<file path="config.mk">
export PLATFORM = sky130hd
export DESIGN_NAME = percent_escape_decoder
export DESIGN_NICKNAME = d
export VERILOG_FILES = /design/src/sv/ped_pkg.sv /design/src/sv/percent_escape_decoder.sv
export VERILOG_INCLUDE_DIRS = /design/src /design/src/sv
export SDC_FILE = /design/constraint.sdc
export NUM_CORES = 1
export LEC_CHECK = 0
export CORE_MARGIN = 3
export CORE_UTILIZATION = 35
export DETAILED_ROUTE_END_ITERATION = 10
export DONT_BUFFER_PORTS = 1
export PLACE_DENSITY_LB_ADDON = 0.12
export SYNTH_ARGS = -nofsm -noshare
export SYNTH_HDL_FRONTEND = slang
export SYNTH_SLANG_ARGS = --single-unit
</file>
<file path="constraint.sdc">
create_clock -name clk_i -period 5.5 [get_ports clk_i]
set_input_delay 0.825 -clock clk_i [delete_from_list [all_inputs] [get_ports clk_i]]
set_output_delay 0.825 -clock clk_i [all_outputs]
set_load 0.1 [all_outputs]
</file>
<file path="src/sv/assert_macros.svh">
// ----------------------------------------------------------------------------
// Assertion macros
// Shared concurrent assertion helpers, sampled on clk_i and off in reset.
// ----------------------------------------------------------------------------
`ifndef ASSERT_MACROS_SVH
`define ASSERT_MACROS_SVH

`ifndef ASSERT_OFF

// Property must hold at every clock edge out of reset
`define PED_ASSERT(lbl, prop) \
  lbl: assert property (@(posedge clk_i) disable iff (!rst_ni) (prop)) \
    else $error("assertion failed");

// Expression must never be true out of reset
`define PED_ASSERT_NEVER(lbl, expr) \
  lbl: assert property (@(posedge clk_i) disable iff (!rst_ni) !(expr)) \
    else $error("forbidden condition seen");

`else

`define PED_ASSERT(lbl, prop)
`define PED_ASSERT_NEVER(lbl, expr)

`endif

`endif

</file>
<file path="src/sv/ped_pkg.sv">
// ----------------------------------------------------------------------------
// ped_pkg
// Types, character codes and hex helpers for the percent escape decoder.
// ----------------------------------------------------------------------------
`timescale 1ns / 1ps
`default_nettype none

package ped_pkg;

  // Special characters of the escaped stream
  localparam logic [7:0] CH_PERCENT = 8'h25;
  localparam logic [7:0] CH_BSLASH  = 8'h5C;
  localparam logic [7:0] CH_U       = 8'h75;
  localparam logic [7:0] CH_ZERO    = 8'h30;

  // Number of literal characters held by a full "\u00" prefix
  localparam int unsigned PFX_MAX = 4;

  // Escape parser phase
  typedef enum logic [2:0] {
    PH_PLAIN  = 3'd0,  // plain text
    PH_PCT1   = 3'd1,  // after '%'
    PH_PCT2   = 3'd2,  // after '%' and one character
    PH_BS     = 3'd3,  // after backslash
    PH_BSU    = 3'd4,  // after "\u"
    PH_BSU0   = 3'd5,  // after "\u0"
    PH_BSU00  = 3'd6,  // after "\u00"
    PH_BSU00X = 3'd7   // after "\u00" and one character
  } phase_e;

  // Hex digit value; anything that is not a hex digit reads as zero
  function automatic logic [3:0] hex_nibble(input logic [7:0] c);
    logic [3:0] n;
    n = 4'd0;
    if (c >= 8'h30 && c <= 8'h39) begin
      n = c[3:0];
    end else if ((c >= 8'h61 && c <= 8'h66) || (c >= 8'h41 && c <= 8'h46)) begin
      n = 4'(c[2:0] + 3'd1) + 4'd8;
    end
    return n;
  endfunction

  function automatic logic [7:0] hex_join(input logic [7:0] hi, input logic [7:0] lo);
    return {hex_nibble(hi), hex_nibble(lo)};
  endfunction

  // Literal character at a given place of the "\u00" prefix
  function automatic logic [7:0] prefix_char(input logic [1:0] pos);
    logic [7:0] c;
    case (pos)
      2'd0:    c = CH_BSLASH;
      2'd1:    c = CH_U;
      default: c = CH_ZERO;
    endcase
    return c;
  endfunction

endpackage

`default_nettype wire

</file>
<file path="src/sv/percent_escape_decoder.sv">
// ----------------------------------------------------------------------------
// percent_escape_decoder
// Decodes '%hh' and '\u00hh' escapes in a byte stream, one raw byte per item.
// ----------------------------------------------------------------------------
//
//  Channel | Direction | Handshake            | Payload
//  --------+-----------+----------------------+----------------------------------
//  in      | input     | in_valid_i/in_stall_o   | in_byte_i, in_last_i
//  out     | output    | out_valid_o/out_stall_i | out_byte_o, out_has_byte_o,
//          |           |                         | out_last_o
//
//  An input item is decoded in the cycle it is accepted and its results land in
//  the result register; one item per cycle is sustained while out_stall_i is low.
//  A broken or truncated backslash sequence yields up to five results, sent one
//  per cycle while out_stall_i is low; input stalls until the last one goes.
//  in_stall_o lifts in the same cycle the final pending result is taken.
//  rst_ni clears the parser state and result count asynchronously, not the payload.
//
`timescale 1ns / 1ps
`default_nettype none

`include "assert_macros.svh"

module percent_escape_decoder (
  input  wire logic       clk_i,
  input  wire logic       rst_ni,
  input  wire logic       in_valid_i,
  output logic            in_stall_o,
  input  wire logic [7:0] in_byte_i,
  input  wire logic       in_last_i,
  output logic            out_valid_o,
  input  wire logic       out_stall_i,
  output logic [7:0]      out_byte_o,
  output logic            out_has_byte_o,
  output logic            out_last_o
);

  // Parser state
  ped_pkg::phase_e phase_q, phase_d;
  logic [7:0]      held_q, held_d;

  // Result bundle: literal prefix, then an optional tail result
  logic [2:0] rem_q;        // results still to send
  logic [2:0] pos_q;        // index of the result on the port
  logic [2:0] pfx_len_q;    // prefix characters in this bundle
  logic [7:0] tail_byte_q;
  logic       tail_has_q;   // tail carries a byte (else empty end marker)
  logic       last_q;

  // Decode results for the item on the input port
  logic [2:0] pfx_len;
  logic       byte_vld;
  logic [7:0] byte_val;
  logic       marker;
  logic [2:0] rem_new;

  logic in_acc, out_acc;
  logic is_pct, is_bs, plain_emit, seq_match;
  ped_pkg::phase_e plain_phase;

  assign out_valid_o = (rem_q != 3'd0);
  assign out_acc     = out_valid_o && !out_stall_i;
  assign in_stall_o  = out_valid_o && !((rem_q == 3'd1) && !out_stall_i);
  assign in_acc      = in_valid_i && !in_stall_o;

  // Plain-text handling of the incoming byte
  assign is_pct     = (in_byte_i == ped_pkg::CH_PERCENT);
  assign is_bs      = (in_byte_i == ped_pkg::CH_BSLASH);
  assign plain_emit = !is_pct && !(is_bs && !in_last_i);
  assign seq_match  = (phase_q == ped_pkg::PH_BS) ? (in_byte_i == ped_pkg::CH_U)
                                                  : (in_byte_i == ped_pkg::CH_ZERO);

  always_comb begin
    if (is_pct) begin
      plain_phase = in_last_i ? ped_pkg::PH_PLAIN : ped_pkg::PH_PCT1;
    end else if (is_bs && !in_last_i) begin
      plain_phase = ped_pkg::PH_BS;
    end else begin
      plain_phase = ped_pkg::PH_PLAIN;
    end
  end

  // Next phase and held character
  always_comb begin
    phase_d = phase_q;
    held_d  = held_q;
    unique case (phase_q)
      ped_pkg::PH_PLAIN: begin
        phase_d = plain_phase;
      end
      ped_pkg::PH_PCT1: begin
        held_d  = in_byte_i;
        phase_d = ped_pkg::PH_PCT2;
      end
      ped_pkg::PH_PCT2, ped_pkg::PH_BSU00X: begin
        phase_d = ped_pkg::PH_PLAIN;
      end
      ped_pkg::PH_BSU00: begin
        if (in_last_i) begin
          phase_d = plain_phase;
        end else begin
          held_d  = in_byte_i;
          phase_d = ped_pkg::PH_BSU00X;
        end
      end
      ped_pkg::PH_BS: begin
        phase_d = (seq_match && !in_last_i) ? ped_pkg::PH_BSU : plain_phase;
      end
      ped_pkg::PH_BSU: begin
        phase_d = (seq_match && !in_last_i) ? ped_pkg::PH_BSU0 : plain_phase;
      end
      ped_pkg::PH_BSU0: begin
        phase_d = (seq_match && !in_last_i) ? ped_pkg::PH_BSU00 : plain_phase;
      end
      default: begin
        phase_d = ped_pkg::PH_PLAIN;
      end
    endcase
    // End of stream returns the parser to its reset state
    if (in_last_i) begin
      phase_d = ped_pkg::PH_PLAIN;
      held_d  = 8'h00;
    end
  end

  // Results caused by the incoming byte
  always_comb begin
    pfx_len  = 3'd0;
    byte_vld = 1'b0;
    byte_val = in_byte_i;
    unique case (phase_q)
      ped_pkg::PH_PLAIN: begin
        byte_vld = plain_emit;
      end
      ped_pkg::PH_PCT1: begin
        byte_vld = 1'b0;
      end
      ped_pkg::PH_PCT2, ped_pkg::PH_BSU00X: begin
        byte_vld = 1'b1;
        byte_val = ped_pkg::hex_join(held_q, in_byte_i);
      end
      ped_pkg::PH_BSU00: begin
        if (in_last_i) begin
          pfx_len  = 3'(ped_pkg::PFX_MAX);
          byte_vld = plain_emit;
        end
      end
      ped_pkg::PH_BS, ped_pkg::PH_BSU, ped_pkg::PH_BSU0: begin
        // Mismatch or end: flush "\", "\u" or "\u0" and treat byte as plain
        if (!(seq_match && !in_last_i)) begin
          pfx_len  = 3'(phase_q) - 3'd2;
          byte_vld = plain_emit;
        end
      end
      default: begin
        byte_vld = 1'b0;
      end
    endcase
  end

  assign marker  = in_last_i && (pfx_len == 3'd0) && !byte_vld;
  assign rem_new = pfx_len + {2'b00, byte_vld || marker};

  // Parser state registers
  always_ff @(posedge clk_i or negedge rst_ni) begin
    if (!rst_ni) begin
      phase_q <= ped_pkg::PH_PLAIN;
      held_q  <= 8'h00;
    end else if (in_acc) begin
      phase_q <= phase_d;
      held_q  <= held_d;
    end
  end

  // Result register: loaded on accept, stepped on each output item
  always_ff @(posedge clk_i or negedge rst_ni) begin
    if (!rst_ni) begin
      rem_q <= 3'd0;
      pos_q <= 3'd0;
    end else if (in_acc) begin
      rem_q <= rem_new;
      pos_q <= 3'd0;
    end else if (out_acc) begin
      rem_q <= rem_q - 3'd1;
      pos_q <= pos_q + 3'd1;
    end
  end

  always_ff @(posedge clk_i) begin
    if (in_acc) begin
      pfx_len_q   <= pfx_len;
      tail_byte_q <= byte_vld ? byte_val : 8'h00;
      tail_has_q  <= byte_vld;
      last_q      <= in_last_i;
    end
  end

  // Output port
  always_comb begin
    if (pos_q < pfx_len_q) begin
      out_byte_o     = ped_pkg::prefix_char(pos_q[1:0]);
      out_has_byte_o = 1'b1;
    end else begin
      out_byte_o     = tail_byte_q;
      out_has_byte_o = tail_has_q;
    end
  end

  assign out_last_o = last_q && (rem_q == 3'd1);

  // Checks
  `PED_ASSERT_NEVER(a_rem_range, rem_q > 3'd5)
  `PED_ASSERT(a_acc_when_free, in_acc |-> ((rem_q == 3'd0) || ((rem_q == 3'd1) && out_acc)))
  `PED_ASSERT(a_marker_is_last, (out_valid_o && !out_has_byte_o) |-> out_last_o)
  `PED_ASSERT(a_last_resets, (in_acc && in_last_i) |=> (phase_q == ped_pkg::PH_PLAIN))
  `PED_ASSERT(a_pos_bound, out_valid_o |-> ((pos_q + rem_q) <= (pfx_len_q + 3'd1)))

endmodule

`default_nettype wire

</file>
-- Word-level counts from Yosys, hierarchy flattened
Cells that the tools add are included.
- flip-flop bits (word level): 30
- logic and storage cells: 106
- add/subtract/negate cells: 8
- magnitude comparators: 13
- eq/ne operators: 13
- mux-type cells: 28
- reductions and logical operators: 36
- operators by type and width (kind ; number):
    $mux 3 ; 11
    $ge 8x7->1 const B ; 4
    $le 8x7->1 const B ; 4
    $mux 8 ; 4
    $pmux 3 s7 ; 1
    $eq 8x6->1 const B ; 2
    $eq 8x7->1 const B ; 2
    $ge 8x6->1 const B ; 2
    $le 8x6->1 const B ; 2
    $logic_and 1x1->1 ; 16
    $mux 4 ; 4
    $pmux 7 s2 ; 1
    $eq 3x3->1 const B ; 4
    $add 3x1->4 const B ; 2
    $add 4x4->4 const B ; 2
    $logic_not 1->1 ; 7
    $eq 3x1->1 const B ; 2
    $eq 3x2->1 const B ; 2
    $logic_not 3->1 ; 2
    $pmux 3 s2 ; 1
    $pmux 1 s5 ; 1
    $mux 1 ; 4
    $reduce_bool 2->1 ; 2
    $reduce_or 2->1 ; 2
    other kinds (12) ; 14

-- Logic depth before layout (Yosys ltp)
Gate-level depths: netlist (run 1).
- depth in word-level cells: 11
- depth in mapped cells: 13
- gate-level depth less buffers: 12

-- Worst setup path before layout (run 1)
OpenSTA, ideal clock, no wires.
- path type: flip-flop to output port
- from: reg pos_q[1]
- to: out out_byte_o[5]
- data arrival time: 3.297 ns
- data required time: 4.675 ns
- setup slack: 1.378 ns
- cell stages (with the launch flop): 6
- cells stage by stage: dfrtp_1 > ha_1 > a21o_1 > a21o_1 > clkbuf_1 > o21ai_0
- longest elaborated chain between the ends: 3
- ends and longest elaborated chain (what ; line ; source):
    from (decl) ; percent_escape_decoder.sv:44 ; logic [2:0] pos_q;
    from (signal assigned) ; percent_escape_decoder.sv:185 ; pos_q <= pos_q + 3'd1;
    $eq 2x1->1 or $logic_not 2->1 (tied branches) ; ped_pkg.sv:50 ; case (pos)
    $pmux 7 s2 ; ped_pkg.sv:50 ;
    $mux 8 * ; percent_escape_decoder.sv:200 ; if (pos_q < pfx_len_q) begin
    to (decl) ; percent_escape_decoder.sv:33 ; output logic [7:0] out_byte_o,
Every way passes the cells marked *; elsewhere a longest branch is shown, timed or not.

-- Worst setup path in the final report (run 1)
- from: reg pos_q[1]
- to: out out_byte_o[6]
The elaborated chain is that of the path after synthesis.

==> results of run 1 <==
## how the worst min path moves through the flow
stage	cells after the start	to	from	slack (ps)
3_5_place_dp	1	held_q[5]	held_q[5]	490
4_1_cts	0	held_q[3]	rst_ni	230
3_3_place_gp	1	held_q[5]	held_q[5]	490
6_report	0	held_q[3]	rst_ni	240
5_1_grt	0	held_q[2]	rst_ni	210
2_1_floorplan	1	held_q[5]	held_q[5]	470
## power by group through the flow
stage	registers, mW	clock network (mW)	logic (mW)
CTS	0.305	0.175	0.615
global route	0.309	0.189	0.649
finish	0.304	0.171	0.608
global placement	0.309	0	0.612
floorplan	0.301	0	0.556
detailed placement	0.309	0	0.614
## state kept, by name (all words and copies together) (netlist names)
signal	count
phase_q	3
rem_q	3
tail_has_q	1
tail_byte_q	8
pfx_len_q	3
pos_q	3
held_q	8
last_q	1
## critical path: stages, from the launching register on
cell and delay, ps:
dfrtp_1 400, ha_1 280, a21o_1 100, a21o_1 340
nor3_1 140, a21oi_2 870
## per-layer routing
metal / vias to the layer above / wire, microns / part of all wire / track usage
met5: - / 0 / 0 / 0
met4: 0 / 29 / 0.0064 / 0.0357
met3: 2 / 255 / 0.056 / 0.0347
met2: 43 / 2000 / 0.44 / 0.208
met1: 750 / 2250 / 0.50 / 0.197
li1: 785 / - / - / -
## final cells by class
type | count | area (sq um)
Multi-Input combinational cell | 163 | 1170
Sequential cell | 30 | 816
Clock buffer | 6 | 72.6
Timing Repair Buffer | 1 | 7.51
Clock inverter | 2 | 8.76
Fill cell | 573 | 3400
Inverter | 18 | 67.6
Tap cell | 72 | 90.1
## metrics by stage
step                total power [mW]  cells
floorplan                      0.857    220
global placement               0.921    284
detailed placement             0.922    284
CTS                             1.10    292
global route                    1.15    292
finish                          1.08    292
## cell families (layout without fill, tap and decap cells)
group / after synthesis / count (layout)
multiplexers: 8 / 8
XOR/XNOR: 3 / 3
AO/OA/AOI/OAI: 51 / 51
buffers and inverters: 27 / 27
flip-flops: 30 / 30
AND/OR/NAND/NOR: 83 / 83
adder cells (fa/ha/maj): 18 / 18
## Yosys cell counts, types with 2 or more instances
cell,n
mux2_2,3
nor2b_1,7
xnor2_1,2
and2_1,4
dfrtp_1,17
nand2_1,15
ha_1,18
and3_1,4
edfxtp_1,13
clkbuf_1,5
mux2i_1,4
nor3b_1,2
nand3_1,7
nor3_1,3
o211ai_1,2
a2bb2oi_1,2
inv_1,18
a31oi_1,2
a21o_1,3
a21oi_1,8
nand2b_1,10
a22o_1,8
buf_2,2
a32oi_1,2
nor2_1,18
o21ai_0,13
==> flow_summary.json, run 1 <==
{
  "timing_hold_violations_final": 0,
  "leading_cell_types_in_the_layout_fill_and_taps_excluded": "18 x inv_1, 18 x nor2_1, 18 x ha_1, 17 x dfrtp_1, 15 x nand2_1",
  "synth-adder-area-share": 0.108,
  "fin_nets": 250,
  "yosysTopAreaCell": "dfrtp_1",
  "clock_sink_count": 30,
  "worst-setup-path-type": "reg -> out",
  "timing.critical_path.to_type": "output port",
  "tritoncts": "yes",
  "ys.warnings.count": 0,
  "switchingPower_uw": 616,
  "detailedRoute.firstIterationViolations": 73,
  "clock_insertion_delay_worst_skew_ps": 280,
  "placed_area_sq_um": 2160,
  "place_worst_setup_slack_ps": 2100,
  "cp-start-kind": "flop",
  "worst_setup_path_startpoint": "pos_q[1]",
  "syn_area_sq_um": 2090,
  "synth_simple_gate_area_frac": 0.221,
  "cp.arrival_ps": 2410,
  "clock_path_buffers": 2,
  "synth_area_per_cell_sq_um": 9.49,
  "syn-num-nets": 251,
  "postCtsHoldBufs": 0,
  "status": "complete, no violations",
  "timing.max_cap.violations": 0,
  "power_frac_clock": 0.158,
  "antenna_found_initial": 0,
  "number_of_global_route_vias_before_repair": 1541,
  "maxClockFrequency_mhz": 310,
  "synth-seq-area-share": 0.391,
  "crit-reg2reg-launch": "rem_q[0]",
  "worst_pin_slew_ps": 1180,
  "worst_setup_hold_path_clk_slew_ps": 70,
  "vdd.ir_drop.worst_v": 0.000455,
  "place_hpwl_mm": 3.39,
  "slew_headroom": 0.217,
  "ys_ff_latch": 30,
  "timing.reg2reg.setup_slack_ps": 2830,
  "async_s_r_ff_share_synth": 0.567,
  "final_design_area_no_fill_sq_um": 2240,
  "antenna_cells": 0,
  "yosys.area_share.xor_xnor": 0.0126,
  "routabilityCongestion": 0.872,
  "synthTopCellsByArea": "dfrtp_1 20%, edfxtp_1 19%, ha_1 11%",
  "min_period_over_period": 0.587,
  "power.share.sequential": 0.281,
  "final_core_util": 0.397,
  "root_buffer": "clkbuf_8",
  "drt-wirelength-per-cell_microns": 15.5,
  "pwr-share-comb": 0.561,
  "power.density_cell_area_nw_per_um2": 484,
  "fin_ws_ps": 2270,
  "crit_fanout": 11,
  "worst-r2r-cell-count": 7,
  "ctsResizeCount": 0,
  "detail_route.vias_per_cell": 5.41,
  "cts-htree-levels": 2,
  "drc_violation_count_after_routing": 0,
  "chip_height_microns": 83.2,
  "fp-row-count": 27,
  "antenna_left": 0,
  "synth_compound_gate_area_share": 0.171,
  "rsz0062_at_grt": "false",
  "synth_enable_flop_cells": 13,
  "wire_length_reported_by_the_detailed_router_mm": 4.53,
  "finalSetupViolCount": 0,
  "gate_count_post_synth": 220,
  "period_needed_ps": 3230,
  "synth.lib_cells_used.distinct": 54,
  "power.leakage_nw": 0.948,
  "setup_tns_ps": 0,
  "timing.clock.skew_ps": 4.27,
  "dominant_combinational_cell_family_by_area_after_synthesis": "simple AND/OR/NAND/NOR gates",
  "p_int_uw": 466,
  "post_cts_setup_buffer_count": 0,
  "end_of_the_worst_register_to_register_path": "pos_q[2]",
  "grt_remaining_overflow": 0,
  "grt_max_degree": 20,
  "crit_required_ps": 4680,
  "detailroute.via_count": 1580,
  "start_util": 0.370,
  "power.share.switching": 0.569,
  "port_buffers": 0,
  "die_area_sq_um": 6930,
  "grt_pass1_wl_mm": 7.71,
  "io-pin-count": 25,
  "syn2layout_area_growth_pct": 7.19,
  "synth_top_area_share": 0.204,
  "grt.total_usage": 0.138,
  "timing.critical_path.to": "out_byte_o[6]",
  "synthMuxAreaShare": 0.0426,
  "floorplan.die.width_microns": 83.2,
  "whs_ps": 236,
  "dr.pass1.iters": 4,
  "min-delay-path-class": "in -> async",
  "number_of_buffers_added_by_the_clock_tree_synthesis_step": 5,
  "floorplan.core_area_sq_um": 5640,
  "number_of_pins_with_negative_max_slew_slack_in_the_final_report": 0,
  "drive_above_1_share": 0.0955,
  "synth_ff_type": "dfrtp_1"
}
Note: power is estimated with default switching activity, not from simulation.
==> run 2, diff against run 1 <==
clock period = 2.6 ns   (was 5.5 ns; I/O delays follow)
==> flow_summary.json, run 2 (synthesis results as in run 1) <==
{
  "status": "complete, no violations",
  "drive_above_1_share": 0.180,
  "grt.total_usage": 0.143,
  "number_of_buffers_added_by_the_clock_tree_synthesis_step": 5,
  "drc_violation_count_after_routing": 0,
  "n_fill_cell": 557,
  "timing.critical_path.cells": "ha_1 -> a21o_1 -> a21o_1 -> mux2_2",
  "pwr-share-comb": 0.591,
  "antenna_found_initial": 0,
  "cp.arrival_ps": 2060,
  "cts-htree-levels": 2,
  "vdd.ir_drop.worst_v": 0.00112,
  "fp-row-count": 27,
  "syn2layout_area_growth_pct": 14.6,
  "grt_max_degree": 18,
  "min-delay-path-class": "in -> reg",
  "timing_hold_violations_final": 0,
  "crit_fanout": 11,
  "p_int_mw": 1.11,
  "min_period_over_period": 0.944,
  "grt_pass1_wl_mm": 8.05,
  "detailedRoute.firstIterationViolations": 82,
  "leading_cell_type_in_the_layout_fill_and_taps_excluded": "buf_4",
  "worst_path_max_delay_cell": "mux2_2",
  "power.share.sequential": 0.263,
  "fin_cells": 311,
  "drt-wirelength-per-cell_microns": 15.0,
  "top_regs": "held_q x8, tail_byte_q x8",
  "power.leakage_nw": 1.04,
  "floorplan.core_area_sq_um": 5640,
  "detailroute.via_count": 1624,
  "port_buffers": 0,
  "slew_headroom": 0.415,
  "worst_setup_hold_path_clk_slew_ps": 60,
  "timing.clock.skew_ps": 5.46,
  "switchingPower_mw": 1.33,
  "worst_pin_slew_ps": 874,
  "power.share.switching": 0.545,
  "place_hpwl_mm": 3.56,
  "crit-reg2reg-launch": "phase_q[2]",
  "power.density_cell_area_nw_per_um2": 1020,
  "die_area_sq_um": 6930,
  "number_of_pins_with_negative_max_slew_slack_in_the_final_report": 0,
  "dr.pass1.iters": 5,
  "io-pin-count": 25,
  "grt_remaining_overflow": 0,
  "timing.critical_path.to_type": "output port",
  "antenna_cells": 0,
  "fin_nets": 269,
  "antenna_left": 0,
  "finalSetupViolCount": 0,
  "crit_required_ps": 2210,
  "chip_height_microns": 83.2,
  "clock_sink_count": 30,
  "cp-start-kind": "flop",
  "post_cts_setup_buffer_count": 0,
  "root_buffer": "clkbuf_8",
  "tritoncts": "yes",
  "rsz0062_at_grt": "false",
  "floorplan.die.width_microns": 83.2,
  "clock_path_buffers": 2,
  "period_needed_ps": 2450,
  "totalPowerFinal_mw": 2.44,
  "leading_cell_types_in_the_layout_fill_and_taps_excluded": "19 x buf_4, 18 x nor2_1, 17 x inv_1, 17 x ha_1, 17 x dfrtp_1",
  "clock_insertion_delay_worst_skew_ps": 280,
  "critPathMaxStageDelay_ps": 630,
  "worstHoldStart": "in_last_i",
  "place_inst": 302,
  "timing.max_cap.violations": 0,
  "wire_length_reported_by_the_detailed_router_mm": 4.66,
  "worst-setup-path-type": "reg -> out",
  "detail_route.vias_per_cell": 5.22,
  "routabilityCongestion": 0.833,
  "start_util": 0.370,
  "final_core_util": 0.424,
  "dominant_cell_type_by_count_on_the_critical_path": "a21o_1",
  "power_frac_clock": 0.145,
  "maxClockFrequency_mhz": 408,
  "number_of_global_route_vias_before_repair": 1605,
  "worst_setup_path_startpoint": "pos_q[1]"
}
[run 2: through the flow]
| step | hold WS (ps) | setup TNS (ps) | instance area (sq um) | setup WS (ps) |
|---|---|---|---|---|
| after floorplan | 94.4 | -1280 | 2090 | -477 |
| after global placement | 95.1 | 0 | 2290 | 73.5 |
| after detailed placement | 95.0 | 0 | 2290 | 23.5 |
| after CTS | 199 | 0 | 2390 | 125 |
| after global routing | 194 | 0 | 2390 | 35.4 |
| final | 204 | 0 | 2390 | 146 |
[run 2: final timing paths]
check / depth (start not counted) / slack (ps) / to
setup / recovery: 4 / 150 / out_byte_o[3]
hold / removal: 0 / 200 / last_q
setup reg to reg: 9 / 470 / rem_q[2]
hold reg to reg: 1 / 510 / held_q[5]
max in group asynchronous: 1 / 1390 / held_q[5]
min in group asynchronous: 1 / 670 / phase_q[0]
[run 2: routing by layer]
metal	wire length (microns)	part of all wire	track usage	up-vias
li1	-	-	-	824
met1	2310	0.50	0.201	756
met2	2080	0.45	0.216	37
met3	215	0.046	0.0377	7
met4	59	0.013	0.0416	0
met5	0	0	0	-
[run 2: cell type report]
| cell class | count | area [sq um] | share of cell area |
|---|---|---|---|
| Inverter | 18 | 67.6 | 0.0283 |
| Tap cell | 72 | 90.1 | 0.0377 |
| Sequential cell | 30 | 816 | 0.341 |
| Clock buffer | 6 | 72.6 | 0.0304 |
| Timing Repair Buffer | 20 | 153 | 0.0638 |
| Multi-Input combinational cell | 163 | 1180 | 0.495 |
| Clock inverter | 2 | 10.0 | 0.00419 |
[run 2: timing repair]
| item | 4_1_cts | 5_1_grt |
|---|---|---|
| endpoints found under the setup margin | 0 | 2 |
| endpoints found under the hold margin | 17 | 0 |
| hold buffers | 1 | 0 |
| resized for setup | 0 | 1 |
[run 2: worst max-delay path, delay by kind of cell (launching register included)]
kind            cells  cell delay [ps]
compound gates      2              460
fa+ha+maj           1              300
flops               1              400
mux                 1              630
[run 2: power groups by stage]
stage                     clock [mW]  sequential [mW]  combinational [mW]
final                          0.354            0.642                1.44
after CTS                      0.364            0.642                1.45
after global placement             0            0.651                1.44
after floorplan                    0            0.636                1.18
after global routing           0.389            0.651                1.54
after detailed placement           0            0.651                1.44
==> run 3, diff against run 2 <==
CORE_MARGIN = 2   (was 3)
CORE_UTILIZATION = 57   (was 35)
==> flow_summary.json, run 3 (synthesis results as in run 1) <==
{
  "antenna_left": 0,
  "drc_violation_count_after_routing": 0,
  "clock_path_buffers": 2,
  "finalSetupViolCount": 0,
  "grt.total_usage": 0.233,
  "drive_above_1_share": 0.174,
  "tritoncts": "yes",
  "worst_path_max_delay_cell": "mux2_2",
  "crit_required_ps": 2210,
  "n_fill_cell": 271,
  "leading_cell_types_in_the_layout_fill_and_taps_excluded": "18 x nor2_1, 17 x inv_1, 17 x ha_1, 17 x dfrtp_1, 16 x buf_4",
  "vdd.ir_drop.worst_v": 0.000437,
  "place_hpwl_mm": 3.32,
  "dominant_cell_type_by_count_on_the_critical_path": "a21o_1",
  "routabilityCongestion": 0.907,
  "crit_fanout": 11,
  "worst_pin_slew_ps": 785,
  "status": "complete, no violations",
  "floorplan.die.width_microns": 64.5,
  "timing.clock.skew_ps": 4.76,
  "fin_cells": 282,
  "slew_headroom": 0.462,
  "fp-row-count": 21,
  "detailroute.via_count": 1699,
  "grt_remaining_overflow": 0,
  "wire_length_reported_by_the_detailed_router_mm": 4.52,
  "die_area_sq_um": 4160,
  "power.density_cell_area_nw_per_um2": 1060,
  "setup_tns_ps": 0,
  "min-delay-path-class": "in -> reg",
  "leading_cell_type_in_the_layout_fill_and_taps_excluded": "nor2_1",
  "final_core_util": 0.682,
  "power.leakage_nw": 1.03,
  "floorplan.core_area_sq_um": 3420,
  "worst-setup-path-type": "reg -> out",
  "grt_max_degree": 20,
  "timing_hold_violations_final": 0,
  "clock_sink_count": 30,
  "place_worst_setup_slack_ps": 38.2,
  "critPathTopFamily": "multiplexers",
  "worst_setup_hold_path_clk_slew_ps": 100,
  "cp.arrival_ps": 2160,
  "antenna_cells": 0,
  "cp-start-kind": "flop",
  "whs_ps": 148,
  "io-pin-count": 25,
  "detail_route.vias_per_cell": 6.02,
  "grt_pass1_wl_mm": 7.49,
  "number_of_global_route_vias_before_repair": 1699,
  "rsz0062_at_grt": "true",
  "syn2layout_area_growth_pct": 11.7,
  "drt-wirelength-per-cell_microns": 16.0,
  "dr.pass1.iters": 4,
  "detailedRoute.firstIterationViolations": 128,
  "number_of_buffers_added_by_the_clock_tree_synthesis_step": 5,
  "top_regs": "held_q x8, tail_byte_q x8",
  "timing.critical_path.to_type": "output port",
  "antenna_found_initial": 0,
  "port_buffers": 0,
  "fin_nets": 266,
  "number_of_pins_with_negative_max_slew_slack_in_the_final_report": 0,
  "start_util": 0.611,
  "chip_height_microns": 64.5,
  "worst-path-buf-inv": 0,
  "timing.max_cap.violations": 0,
  "maxClockFrequency_mhz": 392,
  "cts-htree-levels": 2,
  "period_needed_ps": 2550,
  "place_inst": 273,
  "critPathMaxStageDelay_ps": 630,
  "fin_ws_ps": 45.7,
  "root_buffer": "clkbuf_4",
  "timing.critical_path.cells": "ha_1 -> a21o_1 -> a21o_1 -> mux2_2",
  "min_period_over_period": 0.982,
  "clock_insertion_delay_worst_skew_ps": 330
}
-- run 3: changes by cell type in the layout (fill, tap and decap cells not counted) --
| cell | change |
|---|---|
| buf_4 | -3 |
| bufinv_16 | +1 |
| clkbuf_1 | -1 |
| clkbuf_4 | +5 |
| clkbuf_8 | -5 |
-- run 3: power by group --
group / total [mW] / internal, mW / switching (mW) / leakage [nW]
clock: 0.370 / 0.199 / 0.171 / 0.0450
combinational: 1.45 / 0.331 / 1.12 / 0.639
sequential: 0.646 / 0.589 / 0.0574 / 0.341
total: 2.47 / 1.12 / 1.35 / 1.03
-- run 3: worst register-to-register path, stage by stage, from the launching register on --
cell	delay [ps]
dfrtp_1	510
nor2b_1	380
a32o_1	240
a221o_1	140
nand2_1	60
ha_1	180
ha_1	180
xnor2_1	140
o21ai_0	90
a22o_1	230
-- run 3: worst paths after layout --
kind                            start            end  slack, ps  cells after the start
setup / recovery             pos_q[1]  out_byte_o[3]         50                      4
hold / removal              in_last_i         last_q        150                      0
setup reg to reg           phase_q[2]       rem_q[2]        360                      9
hold reg to reg             held_q[5]      held_q[5]        530                      1
max in group asynchronous      rst_ni     phase_q[0]       1520                      1
min in group asynchronous      rst_ni      held_q[7]        580                      1
-- run 3: area by class of cell --
cell class,count,area (sq um),area share
multi-input cells,163,1180,0.507
well taps,46,57.6,0.0247
repair buffers,17,130,0.0558
clock inverters,3,40.0,0.0172
inverters,18,67.6,0.0290
clock buffers,5,37.5,0.0161
flip-flops and latches,30,816,0.350
-- run 3: per-layer routing --
metal  vias to the layer above  wire, microns  GRT usage
met1                       823           1950      0.281
li1                        819              -          -
met2                        49           2220      0.404
met5                         -              0          0
met4                         0             63      0.101
met3                         8            282     0.0469
-- run 3: per-stage QoR --
stage / instance area (sq um) / power [mW]
floorplan: 2090 / 1.82
global placement: 2240 / 2.06
detailed placement: 2240 / 2.09
CTS: 2330 / 2.48
global route: 2330 / 2.59
finish: 2330 / 2.47
-- run 3: repair_timing --
action,CTS,global route
hold buffers,1,0
endpoints found under the hold margin,17,0
setup buffers,0,0
resized for setup,1,0
cloned,0,0
setup endpoints to repair,2,2
